File: config.mk
export PLATFORM = sky130hd
export DESIGN_NAME = lzw_ctrl
export DESIGN_NICKNAME = d
export VERILOG_FILES = /design/src/rtl/lzw_pkg.sv /design/src/rtl/lzw_ctrl.sv
export SDC_FILE = /design/constraint.sdc
export NUM_CORES = 1
export LEC_CHECK = 0
export BUFFER_PORTS_ARGS = -buffer_cell sky130_fd_sc_hd__buf_2
export CAP_MARGIN = 20
export CORE_MARGIN = 1
export CORE_UTILIZATION = 25
export DETAILED_ROUTE_END_ITERATION = 16
export GPL_TIMING_DRIVEN = 0
export PLACE_DENSITY = 0.63
export SYNTH_ARGS = -nofsm -noshare
export SYNTH_HDL_FRONTEND = slang
export SYNTH_SLANG_ARGS = --single-unit
File: constraint.sdc
create_clock -name clk -period 1.32 [get_ports clk]
set_clock_uncertainty 0.15 [all_clocks]
set_input_delay 0.33 -clock clk [delete_from_list [all_inputs] [get_ports clk]]
set_output_delay 0.33 -clock clk [all_outputs]
set_load 0.02 [all_outputs]
File: src/rtl/lzw_pkg.sv
// ----------------------------------------------------------------------------
// lzw_pkg
// Shared constants and controller/datapath command and status types for the
// LZW byte compressor.
// ----------------------------------------------------------------------------
`default_nettype none

package lzw_pkg;

  localparam int CODE_BITS  = 12;
  localparam int CODE_COUNT = 1 << CODE_BITS;
  localparam int BYTE_W     = 8;
  localparam int OUT_W      = 12;
  localparam int FIRST_FREE = 256;

  typedef logic [CODE_BITS-1:0] code_t;
  typedef logic [CODE_BITS:0]   free_t;

  // Codes below 256 are never children, so code zero marks an empty link.
  localparam code_t NO_LINK = '0;

  typedef struct packed {
    logic load_item;
    logic start_prefix;
    logic walk_head;
    logic walk_next;
    logic hit;
    logic emit_prefix;
    logic new_prefix;
    logic add_node;
    logic add_link;
    logic emit_last;
  } cmd_t;

  typedef struct packed {
    logic prefix_valid;
    logic last;
    logic head_none;
    logic node_match;
    logic sib_none;
    logic dict_full;
    logic out_free;
  } sts_t;

endpackage

`default_nettype wire

File: src/rtl/lzw_ctrl.sv
// ----------------------------------------------------------------------------
// lzw_ctrl
// Controller: sequences the child lookup, the sibling walk, the code emits
// and the add and link steps of the dictionary insertion for each byte.
// ----------------------------------------------------------------------------
`default_nettype none

module lzw_ctrl (
  input  logic          clk,
  input  logic          rst,
  input  logic          in_valid,
  input  logic          in_last,
  output logic          in_ready,
  input  lzw_pkg::sts_t sts,
  output lzw_pkg::cmd_t cmd
);
  import lzw_pkg::*;

  typedef enum logic [2:0] {
    S_IDLE,
    S_HEAD,
    S_WALK,
    S_MISS,
    S_ADD,
    S_LINK,
    S_END
  } state_t;

  state_t state;
  state_t state_next;

  assign in_ready = (state == S_IDLE) && !rst;

  always_comb begin
    cmd        = '0;
    state_next = state;
    unique case (state)
      S_IDLE: begin
        if (in_valid && in_ready) begin
          cmd.load_item = 1'b1;
          if (!sts.prefix_valid) begin
            cmd.start_prefix = 1'b1;
            state_next = in_last ? S_END : S_IDLE;
          end else begin
            state_next = S_HEAD;
          end
        end
      end
      S_HEAD: begin
        cmd.walk_head = 1'b1;
        state_next = sts.head_none ? S_MISS : S_WALK;
      end
      S_WALK: begin
        if (sts.node_match) begin
          cmd.hit = 1'b1;
          state_next = sts.last ? S_END : S_IDLE;
        end else begin
          cmd.walk_next = 1'b1;
          if (sts.sib_none) begin
            state_next = S_MISS;
          end
        end
      end
      S_MISS: begin
        if (sts.out_free) begin
          cmd.emit_prefix = 1'b1;
          if (sts.dict_full) begin
            cmd.new_prefix = 1'b1;
            state_next = sts.last ? S_END : S_IDLE;
          end else begin
            state_next = S_ADD;
          end
        end
      end
      S_ADD: begin
        cmd.add_node = 1'b1;
        state_next = S_LINK;
      end
      S_LINK: begin
        cmd.add_link = 1'b1;
        state_next = sts.last ? S_END : S_IDLE;
      end
      S_END: begin
        if (sts.out_free) begin
          cmd.emit_last = 1'b1;
          state_next = S_IDLE;
        end
      end
      default: begin
        state_next = S_IDLE;
      end
    endcase
  end

  always_ff @(posedge clk) begin
    if (rst) begin
      state <= S_IDLE;
    end else begin
      state <= state_next;
    end
  end

endmodule

`default_nettype wire

== Word-level counts from Yosys, hierarchy flattened ==
Cells that the tools add are included.

* Multiplexer cells: 25
* Eq/ne operators: 10
* Reductions and logical operators: 5

{| class="wikitable"
|+ Operators with widths
! cell !! number
|-
| two-way mux 3 bit || 9
|-
| case mux 3 bit (7 select lines) || 1
|-
| two-way mux 1 bit || 10
|-
| two-way mux 2 bit || 5
|-
| equality test 3 bit (second input constant) || 3
|-
| equality test 3 x 2 -> 1 bit (second input constant) || 2
|-
| != test 2 bit (second input constant) || 2
|-
| AND reduction 4 bit || 1
|-
| equality test 3 x 1 -> 1 bit (second input constant) || 1
|-
| zero test 3 bit || 1
|-
| != test 3 bit (second input constant) || 1
|-
| logical AND 1 bit || 2
|-
| != test 2 x 1 -> 1 bit (second input constant) || 1
|-
| zero test 1 bit || 1
|}

* Register bits after elaboration: 3
* Logic and storage cells: 41
* Input bits: 11
* Output and inout bits: 11

== Longest topological paths before layout ==
Gate-level depths: netlist of the first run.

* Word-level depth: 5
* Mapped depth: 5
* Gate-level depth less buffers: 4

== Least setup slack after synthesis of the first run ==
OpenSTA, ideal clock, no wires.

* Path type: register to output
* Start: register state[2]
* End: output cmd[8] (netlist name)
* Cell stages (with the launch flop): 4
* Slack: -1006 ps
* Data required time: 840 ps
* Arrival time: 1846 ps
* Path through: dfxtp_1 -> nor4_1 -> and2_1 -> nor2b_1

{| class="wikitable"
|+ RTL lines
! what !! line !! text
|-
| start: declaration || lzw_ctrl.sv:29 || <nowiki>state_t state;</nowiki>
|-
| start signal: assignment || lzw_ctrl.sv:99 || <nowiki>state <= state_next;</nowiki>
|-
| end: declaration || lzw_ctrl.sv:15 || <nowiki>output lzw_pkg::cmd_t cmd</nowiki>
|}

==> results.yml, run 1 <==
outcome:
  status: "complete, but fails checks"
  violations: "negative setup slack"
die:
  row_count: 13
  num_io_pins: 22
  fp.coreArea_um2: 1320
  die_h_um: 40.1
  die_area_um2: 1610
  start_util_pct: 27.5
  dieWidth_um: 40.1
yosys:
  yosys.cell_types.count: 24
  seq_area_frac_synth_pct: 16.6
  synth_edf_count: 0
  synthCells: 54
  synthTopCellsByArea: "dfxtp_1, a21oi_1, nor4b_1"
  yosys-top-cells-count: "a21oi_1, nor2_1"
  yosysTopAreaCellShare_pct: 16.6
  synth_mux_area_share_pct: 0
  synth_nets: 65
  post-synth-top-area-cell: "dfxtp_1"
  synth_ff_type: "dfxtp_1"
  synth_xor_area_share_pct: 0
  yosysWarnings: 0
  synth_compound_area_share_pct: 25.2
  synth_seq_cells: 3
  synth-adder-area-share_pct: 0
  synth_area_per_cell_um2: 6.72
  synthArstFlopShare_pct: 0
  synth_top_family_by_area: "simple AND/OR/NAND/NOR gates"
  netlist_area_um2: 363
  synth-simple-area-share_pct: 53.4
timing:
  tightest_slew_ns: 0.329
  setup_violations: 14
  slew_headroom_pct: 77.8
  rsz0062_at_grt: "yes"
  setup_tns_ns: -4.64
  final.setup.worst_slack_ns: -0.417
  fin_crit_sh_pct: 132
  finalCriticalPeriod_ns: 1.74
  clock.fmax_ghz: 0.576
  holdWs_ns: 0.183
  timing_hold_violations_final: 0
  drv_slew: 0
detailed_routing:
  wirelength_mm: 1.52
  drt_pass1_iterations: 4
  drtIter0Drc: 16
  vias: 580
  routed_via_density: 5.37
  wl_per_cell_um: 14.1
  final_antenna_net_count: 0
  drcViolationCount: 0
cells_and_area:
  seqCellArea_um2: 68.8
  largest_register: "state"
  layout-drive-gt1-share_pct: 72.0
  syn_to_final_growth_pct: 162
  nets: 105
  diodes: 0
  finalNonFillerCells: 108
  multi_input_area_um2: 462
  largest_reg_flops: 3
  num-fill-cells: 110
  largestRegisters: "state (3)"
worst_setup_path:
  r2r_end: "state[2]"
  crit_fanout: 5
  critical_path_arrival_ns: 1.26
  worstPathRequired_ns: 0.84
  crit_type: "flip-flop to primary output"
  reg2reg_slack_ns: -0.40
  start_kind: "flip-flop"
  end_kind: "primary output"
  r2r-start: "state[0]"
  reg2regPathDepth: 5
power:
  p_leak_nw: 0.380
  p_total_mw: 0.762
  max-vdd-ir-drop_v: 0.000544
  powerDensity_nw_per_um2: 802
placement:
  preCtsSetupSlack_ns: -0.371
  gp_congestion: 0.830
  port_buffers: 21
  dpl.hpwl_um: 851
  dp.cells: 90
global_routing:
  antenna_found_initial: 0
  use_met3_pct: 2.78
  top_usage_layer: "met2"
  grt_pass1_wl_mm: 2.17
  grt_use_met1_pct: 25.3
  first_global_vias: 470
  grt.total_usage_pct: 20.2
  grt_max_degree: 11
  met2_usage_pct: 35.5
  grt_overflow: 0
clock_tree:
  clockBufferDepth: 2
  tritoncts: "done"
  htree_levels: 1
  clk_latency_ns: 0.24
  root_buffer: "clkbuf_4"
  numCtsBuffers: 3
  cts.sinks: 3
  clk_pin_slew_worst_paths_ns: 0.04
flow_run:
  max_cap_viol_count: 0
worst_hold_path:
  min_from: "rst"
  min_path_cells: 2
  min_to: "state[0]"
  hold_path_class: "input port to flip-flop"
==> final cells by class <==
class	count	share of cell area, %
timing repair buffer	35	32.7
buffer	4	6.72
multi-input combinational	47	48.6
clock buffer	4	2.77
tap	15	1.98
sequential	3	7.25
==> through the flow <==
stage	util, %	cell area (um2)
finish	72.1	950
global route	72.1	950
CTS	64.8	853
detailed placement	47.8	629
global placement	47.8	629
floorplan	-	505
==> power by group <==
group / switching (mW) / internal, mW
clock: 0.0510 / 0.114
combinational: 0.214 / 0.261
sequential: 0.0201 / 0.102
==> metal layers <==
metal,vias to the layer above,wire [um]
met5,-,0
met4,0,13
met3,2,82
met2,21,797
li1,282,-
met1,275,629
==> repair_timing <==
item,CTS,global route
pin swaps,9,8
hold buffers,0,0
resized for setup,35,13
setup endpoints to repair,14,14
buffers inserted,9,5
==> cell families (layout without fill, tap and decap cells) <==
logic type | after synthesis | in the layout
simple gates | 33 | 33
compound gates | 14 | 14
buf+inv | 4 | 43
flops | 3 | 3
==> worst max-delay path by stage <==
| stage | startpoint | endpoint | slack, ns |
|---|---|---|---|
| 6_report | state[1] | cmd[3] | -0.42 |
| 4_1_cts | state[1] | cmd[8] | -0.41 |
| 3_5_place_dp | rst | cmd[8] | -0.37 |
| 3_3_place_gp | rst | cmd[8] | -0.36 |
| 5_1_grt | state[1] | cmd[8] | -0.48 |
| 2_1_floorplan | rst | cmd[8] | -0.37 |
==> cell usage in the layout (no fill, tap or decap), drive strengths merged, types with 2 or more instances in the layout <==
master and n:
nor2 6, buf 38, and2 2, nand2 4, nor3 4, clkbuf 5, dfxtp 3, nand2b 4
o31ai 2, nor2b 4, a21oi 7, nor4b 3
==> worst max-delay path, cell delays in order (launching register included) <==
cell      delay (ns)
dfxtp_2         0.35
clkbuf_8        0.16
buf_12          0.11
nand2_4         0.06
nor2_4          0.09
and2_4          0.14
buf_6           0.11
(Power assumes the default switching activity.)
==> inputs of run 2 (changes only) <==
- ABC_AREA: not set -> 1
- CORE_ASPECT_RATIO: not set -> 0.75
- PLACE_DENSITY: 0.63 -> 0.6
==> run 2 against run 1 <==
The run still ends with negative setup slack left. Clock power down 3%. Non-clock buffer count decreased by 4. Synthesized cell count increased by 41%. Hold slack better by 0.066 ns. Die area is 31% higher. Critical endpoint is now cmd[8].
==> results.yml, run 2 <==
yosys:
  synth_seq_cells: 3
  synthTopCellsByArea: "nand2_1, dfxtp_1, nor2_1"
  synth_ff_type: "dfxtp_1"
  synthCells: 76
  yosysMostFrequentCell: "nand2_1"
  synth_nets: 87
  yosys.cell_types.count: 19
  synth_area_per_cell_um2: 6.35
  netlist_area_um2: 483
  seq_area_frac_synth_pct: 12.4
  yosysTopAreaCellShare_pct: 13.2
  yosys-top-cells-count: "nand2_1, nor2_1, inv_1"
  post-synth-top-area-cell: "nand2_1"
  synthArstFlopShare_pct: 0
  yosysWarnings: 0
  synth_edf_count: 0
detailed_routing:
  final_antenna_net_count: 0
  wirelength_mm: 1.39
  drt_pass1_iterations: 4
  routed_via_density: 4.52
  drtIter0Drc: 21
  vias: 606
  wl_per_cell_um: 10.4
  drcViolationCount: 0
clock_tree:
  tritoncts: "done"
  numCtsBuffers: 3
  cts.sinks: 3
  root_buffer: "clkbuf_4"
  clockBufferDepth: 2
  htree_levels: 1
  clk_latency_ns: 0.23
  clk_pin_slew_worst_paths_ns: 0.03
timing:
  slew_headroom_pct: 84.8
  clock.fmax_ghz: 0.596
  timing_hold_violations_final: 0
  final.setup.worst_slack_ns: -0.359
  fin_crit_sh_pct: 127
  rsz0062_at_grt: "yes"
  tightest_slew_ns: 0.228
  drv_slew: 0
  setup_violations: 14
  finalCriticalPeriod_ns: 1.68
cells_and_area:
  utilization_pct: 50.5
  largestRegisters: "state (3)"
  layout-drive-gt1-share_pct: 57.1
  num-fill-cells: 182
  diodes: 0
  syn_to_final_growth_pct: 85.5
  final_cell_mix: "nand2_1, buf_4, buf_2, inv_1, buf_6"
  nets: 124
  largest_register: "state"
  largest_reg_flops: 3
  seqCellArea_um2: 62.6
  final_common_cell: "nand2_1"
  multi_input_area_um2: 415
worst_hold_path:
  hold_path_class: "input port to flip-flop"
global_routing:
  first_global_vias: 521
  antenna_found_initial: 0
  grt_pass1_wl_mm: 2.14
  grt.total_usage_pct: 14.2
  grt_overflow: 0
  grt_max_degree: 10
flow_run:
  max_cap_viol_count: 0
die:
  dieWidth_um: 52.8
  row_count: 13
  die_h_um: 40.1
  die_area_um2: 2110
  start_util_pct: 27.2
  num_io_pins: 22
  fp.coreArea_um2: 1770
worst_setup_path:
  crit_type: "flip-flop to primary output"
  start_kind: "flip-flop"
  end_kind: "primary output"
  crit_fanout: 5
  critical_path_arrival_ns: 1.20
  worstPathRequired_ns: 0.84
placement:
  dpl.hpwl_um: 967
  gp_congestion: 0.765
  port_buffers: 21
power:
  p_total_mw: 0.768
  p_leak_nw: 0.426
  powerDensity_nw_per_um2: 857
  max-vdd-ir-drop_v: 0.000456
outcome:
  violations: "negative setup slack"
  status: "complete, but fails checks"
[run 2: cell type report]
cell class | instances | share of cell area, %
repair buffers | 32 | 29.3
flip-flops and latches | 3 | 6.98
clock buffers | 4 | 2.93
well taps | 22 | 3.07
multi-input cells | 57 | 46.4
inverters | 13 | 7.12
plain buffers | 3 | 4.19
[run 2: path summary, 6_finish.rpt]
| check | slack [ns] | start | end | depth (start not counted) |
|---|---|---|---|---|
| worst max-delay path | -0.36 | state[1] | cmd[8] | 5 |
| worst min-delay path | 0.25 | rst | state[1] | 2 |
| worst max register to register | -0.19 | state[1] | state[2] | 9 |
| worst min register to register | 0.56 | state[1] | state[0] | 5 |
[run 2: per-layer routing]
metal	wire (um)	vias to the layer above	global-route usage (%)
li1	-	316	-
met1	621	266	18.5
met2	645	24	24.4
met3	121	0	3.79
met4	0	0	1.97
met5	0	-	0
[run 2: per-stage QoR]
step                setup WS, ns  TNS (ns)  area (um2)  std cells  hold slack, ns
global route              -0.425     -4.70         896        134           0.261
CTS                       -0.381     -3.78         877        133           0.241
finish                    -0.359     -3.96         896        134           0.249
global placement          -0.194    -0.844         677        119           0.486
floorplan                -0.0933    -0.248         544         76           0.249
detailed placement        -0.193    -0.943         677        119           0.483
[run 2: worst max-delay path, stage by stage (launching register included)]
cell and delay [ns]:
dfxtp_2 0.30, buf_6 0.13, nor2_8 0.14, nand2_4 0.09
nor4_4 0.12, buf_4 0.17
[run 2: timing repair]
item,CTS,global route
setup endpoints to repair,14,14
buffers inserted,10,1
hold buffers,0,0
pin swaps,4,2
gates resized for setup,23,3
[run 2: kinds of logic after synthesis]
kind of cell,after synthesis,synth area share (%)
flops,3,12.4
compound gates,5,5.96
buf+inv,16,19.2
simple gates,52,62.4
[run 2: report_power, final]
| part | switching [mW] | internal [mW] |
|---|---|---|
| combinational | 0.268 | 0.232 |
| sequential | 0.00490 | 0.103 |
| clock | 0.0465 | 0.113 |
